File: src/design/kss_pkg.sv
// ----------------------------------------------------------------------------
// kss_pkg
// Shared codes and constants of the k-th smallest select block.
// ----------------------------------------------------------------------------
`default_nettype none

package kss_pkg;

  localparam int CMD_W    = 2;
  localparam int VALUE_W  = 32;
  localparam int RANK_W   = 8;
  localparam int STATUS_W = 2;

  // request kinds carried on in_tuser
  localparam logic [CMD_W-1:0] CMD_LOAD   = 2'd0;
  localparam logic [CMD_W-1:0] CMD_SELECT = 2'd1;
  localparam logic [CMD_W-1:0] CMD_CLEAR  = 2'd2;

  // result status carried on out_tuser
  localparam logic [STATUS_W-1:0] ST_OK    = 2'd0;
  localparam logic [STATUS_W-1:0] ST_RANGE = 2'd1;
  localparam logic [STATUS_W-1:0] ST_FULL  = 2'd2;

  // pivot generator: Galois LFSR, right shift
  localparam int              LFSR_W    = 16;
  localparam logic [LFSR_W-1:0] LFSR_SEED = 16'hACE1;
  localparam logic [LFSR_W-1:0] LFSR_TAPS = 16'hB400;

endpackage

`default_nettype wire

File: src/design/kss_mod_unit.sv
// ----------------------------------------------------------------------------
// kss_mod_unit
// Bit-serial remainder of the LFSR word by the window span, one bit a cycle.
// ----------------------------------------------------------------------------
`default_nettype none

module kss_mod_unit
  import kss_pkg::*;
#(
  parameter int DIV_W = 9
) (
  input  wire logic              clk,
  input  wire logic              rst_n,
  input  wire logic              start,
  input  wire logic [LFSR_W-1:0] dividend,
  input  wire logic [DIV_W-1:0]  divisor,
  output logic                   done,
  output logic      [DIV_W-1:0]  remainder
);

  localparam int CNT_W = $clog2(LFSR_W);

  logic              busy_r, busy_nxt;
  logic              done_r, done_nxt;
  logic [CNT_W-1:0]  cnt_r, cnt_nxt;
  logic [LFSR_W-1:0] dvd_r, dvd_nxt;
  logic [DIV_W-1:0]  dvs_r, dvs_nxt;
  logic [DIV_W-1:0]  rem_r, rem_nxt;
  logic [DIV_W:0]    trial;

  always_comb begin
    busy_nxt = busy_r;
    done_nxt = 1'b0;
    cnt_nxt  = cnt_r;
    dvd_nxt  = dvd_r;
    dvs_nxt  = dvs_r;
    rem_nxt  = rem_r;
    trial    = {rem_r, dvd_r[LFSR_W-1]};
    if (start) begin
      busy_nxt = 1'b1;
      cnt_nxt  = '0;
      dvd_nxt  = dividend;
      dvs_nxt  = divisor;
      rem_nxt  = '0;
    end else if (busy_r) begin
      // shift in the next dividend bit, subtract when it fits
      dvd_nxt = {dvd_r[LFSR_W-2:0], 1'b0};
      if (trial >= {1'b0, dvs_r}) begin
        rem_nxt = DIV_W'(trial - {1'b0, dvs_r});
      end else begin
        rem_nxt = trial[DIV_W-1:0];
      end
      cnt_nxt = cnt_r + 1'b1;
      if (cnt_r == CNT_W'(LFSR_W - 1)) begin
        busy_nxt = 1'b0;
        done_nxt = 1'b1;
      end
    end
  end

  always_ff @(posedge clk) begin
    if (!rst_n) begin
      busy_r <= 1'b0;
      done_r <= 1'b0;
      cnt_r  <= '0;
    end else begin
      busy_r <= busy_nxt;
      done_r <= done_nxt;
      cnt_r  <= cnt_nxt;
    end
  end

  always_ff @(posedge clk) begin
    dvd_r <= dvd_nxt;
    dvs_r <= dvs_nxt;
    rem_r <= rem_nxt;
  end

  assign done      = done_r;
  assign remainder = rem_r;

endmodule

`default_nettype wire

File: config.mk
export PLATFORM = sky130hd
export DESIGN_NAME = kss_mod_unit
export DESIGN_NICKNAME = d
export VERILOG_FILES = /design/src/design/kss_pkg.sv /design/src/design/kss_mod_unit.sv
export SDC_FILE = /design/constraint.sdc
export NUM_CORES = 1
export LEC_CHECK = 0
export BUFFER_PORTS_ARGS = -buffer_cell sky130_fd_sc_hd__buf_4
export CAP_MARGIN = 20
export CORE_MARGIN = 3
export CORE_UTILIZATION = 30
export CTS_BUF_LIST = sky130_fd_sc_hd__clkbuf_4 sky130_fd_sc_hd__clkbuf_8
export DETAILED_ROUTE_END_ITERATION = 16
export HOLD_SLACK_MARGIN = 0.15
export SETUP_SLACK_MARGIN = 0.3
export SLEW_MARGIN = 30
export SYNTH_ARGS = -nofsm -noshare
export SYNTH_HDL_FRONTEND = slang
export SYNTH_SLANG_ARGS = --single-unit
File: constraint.sdc
create_clock -name clk -period 6.04 [get_ports clk]
set_clock_uncertainty 0.2 [all_clocks]
set_input_delay 0.604 -clock clk [delete_from_list [all_inputs] [get_ports clk]]
set_output_delay 0.604 -clock clk [all_outputs]
set_load 0.05 [all_outputs]
# Word level (Yosys, flattened, before mapping)
# Index checks and enable logic that the tools add are counted.
dict set report totals {
  register_bits 40
  out_inout_bits 10
  word_cells 22
}
dict set report classes {
  n_addsub 2
  magnitude_cmp 1
  eq_ne 1
  n_mux 7
  n_bitwise 2
  n_reduce_logical 3
}
# op count
set op_table {}
lappend op_table {{16-bit 2-to-1 mux} 2}
lappend op_table {{10-bit by 9-bit greater-or-equal comparator with 1-bit output} 1}
lappend op_table {{9-bit 2-to-1 mux} 1}
lappend op_table {{9-bit subtractor} 1}
lappend op_table {{4-bit by 1-bit adder with 4-bit output, second input constant} 1}
lappend op_table {{4-bit == test, second input constant} 1}
lappend op_table {{1-bit 2-to-1 mux} 4}
lappend op_table {{3-bit OR reduction} 1}
lappend op_table {{1-bit NOT} 2}
lappend op_table {{2-bit nonzero test} 1}
lappend op_table {{2-bit OR reduction} 1}

# Longest topological paths before layout
dict set report depth {
  depth_word 4
  ltp_mapped 9
}

# Worst setup path after synthesis
# No wires, ideal clock.
dict set report synth_path {
  kind {register -> register}
  start {register rem_r[4] (netlist: remainder[4])}
  end {register rem_r[8] (netlist: remainder[8])}
  t_arrival_ps 2286
  path_slack_ps 3466
  stages_incl_launch_ff 8
  n_path_buf 1
  period_less_slack_ps 2574
  path_cell_list {dfxtp_1 ha_1 buf_2 nand3_1 or3_4 o211a_2 or3_1 a311oi_2}
}
dict set report synth_via {
  elab_chain_len 2
  word_cells_on_any_way 3
  classes_between {add/sub: 1; order compare: 1; mux: 1}
}
# item line_no
set synth_lines {}
lappend synth_lines {{start: declaration} kss_mod_unit.sv:28} ;# logic [DIV_W-1:0] rem_r, rem_nxt;
lappend synth_lines {{start signal: assignment} kss_mod_unit.sv:76} ;# rem_r <= rem_nxt;
lappend synth_lines {{9-bit subtractor or 10-bit by 9-bit greater-or-equal comparator with 1-bit output (tied branches)} {kss_mod_unit.sv:49, kss_mod_unit.sv:48}}
lappend synth_lines {{9-bit 2-to-1 mux (*)} kss_mod_unit.sv:48} ;# if (trial >= {1'b0, dvs_r}) begin
# Every way passes the cells marked *; elsewhere a longest branch is shown, timed or not.
# A chain may end at the register's enable or synchronous reset.

# Worst setup path after layout
dict set report layout_path {
  start {register dvd_r[15]}
  end {register rem_r[6] (netlist: remainder[6])}
}
dict set report layout_via {
  elab_chain_len 2
  word_cells_on_any_way 3
  classes_between {add/sub: 1; order compare: 1; mux: 1}
}
# item line_no
set layout_lines {}
lappend layout_lines {{start: declaration} kss_mod_unit.sv:26} ;# logic [LFSR_W-1:0] dvd_r, dvd_nxt;
lappend layout_lines {{start signal: assignment} kss_mod_unit.sv:74} ;# dvd_r <= dvd_nxt;
lappend layout_lines {{9-bit subtractor or 10-bit by 9-bit greater-or-equal comparator with 1-bit output (tied branches)} {kss_mod_unit.sv:49, kss_mod_unit.sv:48}}
lappend layout_lines {{9-bit 2-to-1 mux (*)} kss_mod_unit.sv:48}
# Marks and branches as above.

==> flow_metrics.tcl <==
set metrics [dict create \
    mostFrequentLayoutCells "buf_4, edfxtp_1, nor2_1" \
    die_w_um 88.9 \
    core-area_sq_mm 0.00649 \
    fmax_mhz 365 \
    grt_start_max_net_pins 38 \
    dp.cells 285 \
    whs_path_depth 1 \
    rrSetupSlack_ns 3.30 \
    die-area_sq_mm 0.00791 \
    synth_cell_types 43 \
    place_congestion 0.815 \
    grt_pass1_vias 1380 \
    clock_tree.root_cell "clkbuf_8" \
    ys_warn_count 0 \
    finalSetupViolations 0 \
    first_iter_violations 86 \
    cp_slowest_cell "a211oi_1" \
    ys_seq_area_share_pct 50.9 \
    grt_antenna_before_repair 0 \
    synth_area_per_cell_sq_um 11.6 \
    drt-wirelength-per-cell_um 13.6 \
    rsz0062_at_grt "no" \
    slowest_delay_ns 0.43 \
    post-place-ws_ns 3.37 \
    worst_hold_path_type "primary input to flip-flop" \
    clock_latency_ns 0.30 \
    r2r_cells 9 \
    worst_slack_ns 3.30 \
    dr.pass1.iters 4 \
    p_per_area_mw_per_mm2 272 \
    reg2reg_from "dvd_r[15]" \
    crit_fanout 7 \
    setup.worst_path.class "flip-flop to flip-flop" \
    cts_buffers 5 \
    num-fill-cells 622 \
    syn-num-nets 217 \
    drive_gt1_share_pct 30.6 \
    cp.arrival_ns 2.75 \
    overflow 0 \
    p_leak_nw 1.02 \
    ctsHoldBuffers 0 \
    layout.nets 254 \
    status "finished, final reports clean" \
    dp_hpwl_mm 2.83 \
    min_from "divisor[8]" \
    synth_area_sq_mm 0.00206 \
    dieHeight_um 88.9 \
    vias 1403 \
    multi_input_area_sq_um 942 \
    routed_wl_mm 3.97 \
    gr-usage-all-layers_pct 11.0 \
    startpoint_type "flip-flop" \
    cts_repair_resize_count 0 \
    finalCriticalPeriod_ns 2.74 \
    ys_ff_latch 40 \
    pin_count 38 \
    final-hold-violation-count 0 \
    cts_tree "done" \
    reg2reg_to "remainder[6]" \
    final-seq-area_sq_mm 0.00105 \
    grt_first_pass_wirelength_mm 6.67 \
    num_antenna_cells 0 \
    htreeDepth 2 \
    finalCritPeriodShare_pct 45.4 \
    remaining_drc_errors 0 \
    initial_core_util_pct 31.8 \
    portBuffers 37 \
    hold_end "dvs_r[8]" \
    cp.required_ns 6.05 \
    vdd_drop_max_v 0.0000949 \
    slew_headroom_pct 41.7 \
    synthToLayoutAreaGrowth_pct 21.0 \
    worst_slew_pin_slew_ns 0.874 \
    stdcell_count 293 \
    maxCapViolCount 0 \
    ant_nets 0 \
    end_kind "flip-flop" \
    cts.sinks 40 \
    maxSlewViolCount 0 \
    post-cts-setup-buffer-count 0 \
    final_common_cell "buf_4" \
    fin_setup_tns_ns 0 \
    crit_path_cell_trace "inv_1 > ha_1 > inv_1 > fa_1 > a211oi_1 > o21a_1 > o211ai_2 > mux2i_1 > a211oi_1" \
    cts_max_path_buffers 2 \
    syn_inst 178 \
    fp-row-count 29 \
    routed_via_density 4.79 \
    clk_pin_slew_worst_paths_ns 0.08 \
]
cells in the mapped netlist (all sizes together):
library cell  instances  area [sq um]
a211oi                7          52.6
a21o                  1          7.51
a21oi                 7          35.0
a311oi                4          41.3
and2                  2          12.5
and2b                 1          7.51
and4b                 1          10.0
buf                   4          17.5
clkbuf                3          11.3
dfxtp                15           300
edfxtp               25           751
fa                    1          20.0
ha                   10           125
inv                  11          41.3
mux2                 15           169
mux2i                 7          70.1
nand2                 9          33.8
nand2b                4          25.0
nand3                 4          20.0
nand3b                2          15.0
nand4                 1          6.26
nand4b                2          23.8
nor2                 17          63.8
nor2b                 1          6.26
nor3                  1          5.00
nor3b                 1          7.51
o2111ai               1          8.76
o211a                 2          20.0
o211ai                5          42.5
o21a                  1          7.51
o21ai                 1          5.00
o31ai                 1          7.51
o41ai                 1          8.76
or2                   1          6.26
or3                   2          17.5
xnor2                 2          17.5
xor2                  5          43.8
critical path, delay by kind of cell (launching register included):
family / cells / cell delay, ns
fa+ha+maj: 2 / 0.55
flops: 1 / 0.39
buf+inv: 2 / 0.12
compound gates: 4 / 1.22
mux: 1 / 0.19
where the power goes:
part	internal (mW)	total (mW)	switching, mW
sequential	0.316	0.332	0.0155
clock	0.0853	0.181	0.0958
combinational	0.0733	0.167	0.0933
total	0.475	0.679	0.205
metrics by stage:
| stage | cell area [sq um] | utilization [%] | hold WS [ns] | power [mW] |
|---|---|---|---|---|
| 6_report | 2500 | 38.5 | 0.278 | 0.679 |
| 5_1_grt | 2500 | 38.5 | 0.266 | 0.720 |
| 4_1_cts | 2500 | 38.5 | 0.272 | 0.689 |
| 3_5_place_dp | 2410 | 37.1 | 0.282 | 0.505 |
| 3_3_place_gp | 2410 | 37.1 | 0.276 | 0.504 |
| 2_1_floorplan | 2060 | - | 0.257 | 0.456 |
cell families (layout without fill, tap and decap cells):
family	Yosys count	after routing	synth area share, %
AOI/OAI and AO/OA	31	31	11.5
xor gates and xnor gates	7	7	2.97
adders and majority gates	11	11	7.03
buffers and inverters	18	56	3.40
DFF	40	40	50.9
muxes	22	22	11.6
and+or+nand+nor	49	49	12.6
worst max path at each step:
| stage | slack, ns | from | end | cells past startpoint |
|---|---|---|---|---|
| floorplan | 3.47 | remainder[4] | remainder[8] | 7 |
| global placement | 3.42 | dvd_r[15] | remainder[4] | 9 |
| detailed placement | 3.37 | dvd_r[15] | remainder[3] | 9 |
| CTS | 3.32 | dvd_r[15] | remainder[6] | 9 |
| global route | 3.12 | dvd_r[15] | remainder[1] | 9 |
| finish | 3.30 | dvd_r[15] | remainder[6] | 9 |
cell type report:
class / count / area share [%]
timing repair buffer: 37 / 11.1
inverter: 11 / 1.65
clock buffer: 6 / 3.06
tap: 77 / 3.86
clock inverter: 2 / 0.501
multi-input combinational: 120 / 37.7
sequential: 40 / 42.1
sequential cells by signal, summed over array words and instances (netlist names):
name,flops
dvd_r,16
busy_r,1
cnt_r,4
done,1
remainder,9
dvs_r,9
metal layers:
layer,wire [um],vias up,global-route usage [%],share of wire [%]
met5,0,-,0,0
met4,73,0,4.47,1.8
met3,189,5,2.76,4.8
met2,1780,28,17.1,45
met1,1930,641,14.6,48
li1,-,729,-,-
(Power assumes the default switching activity.)
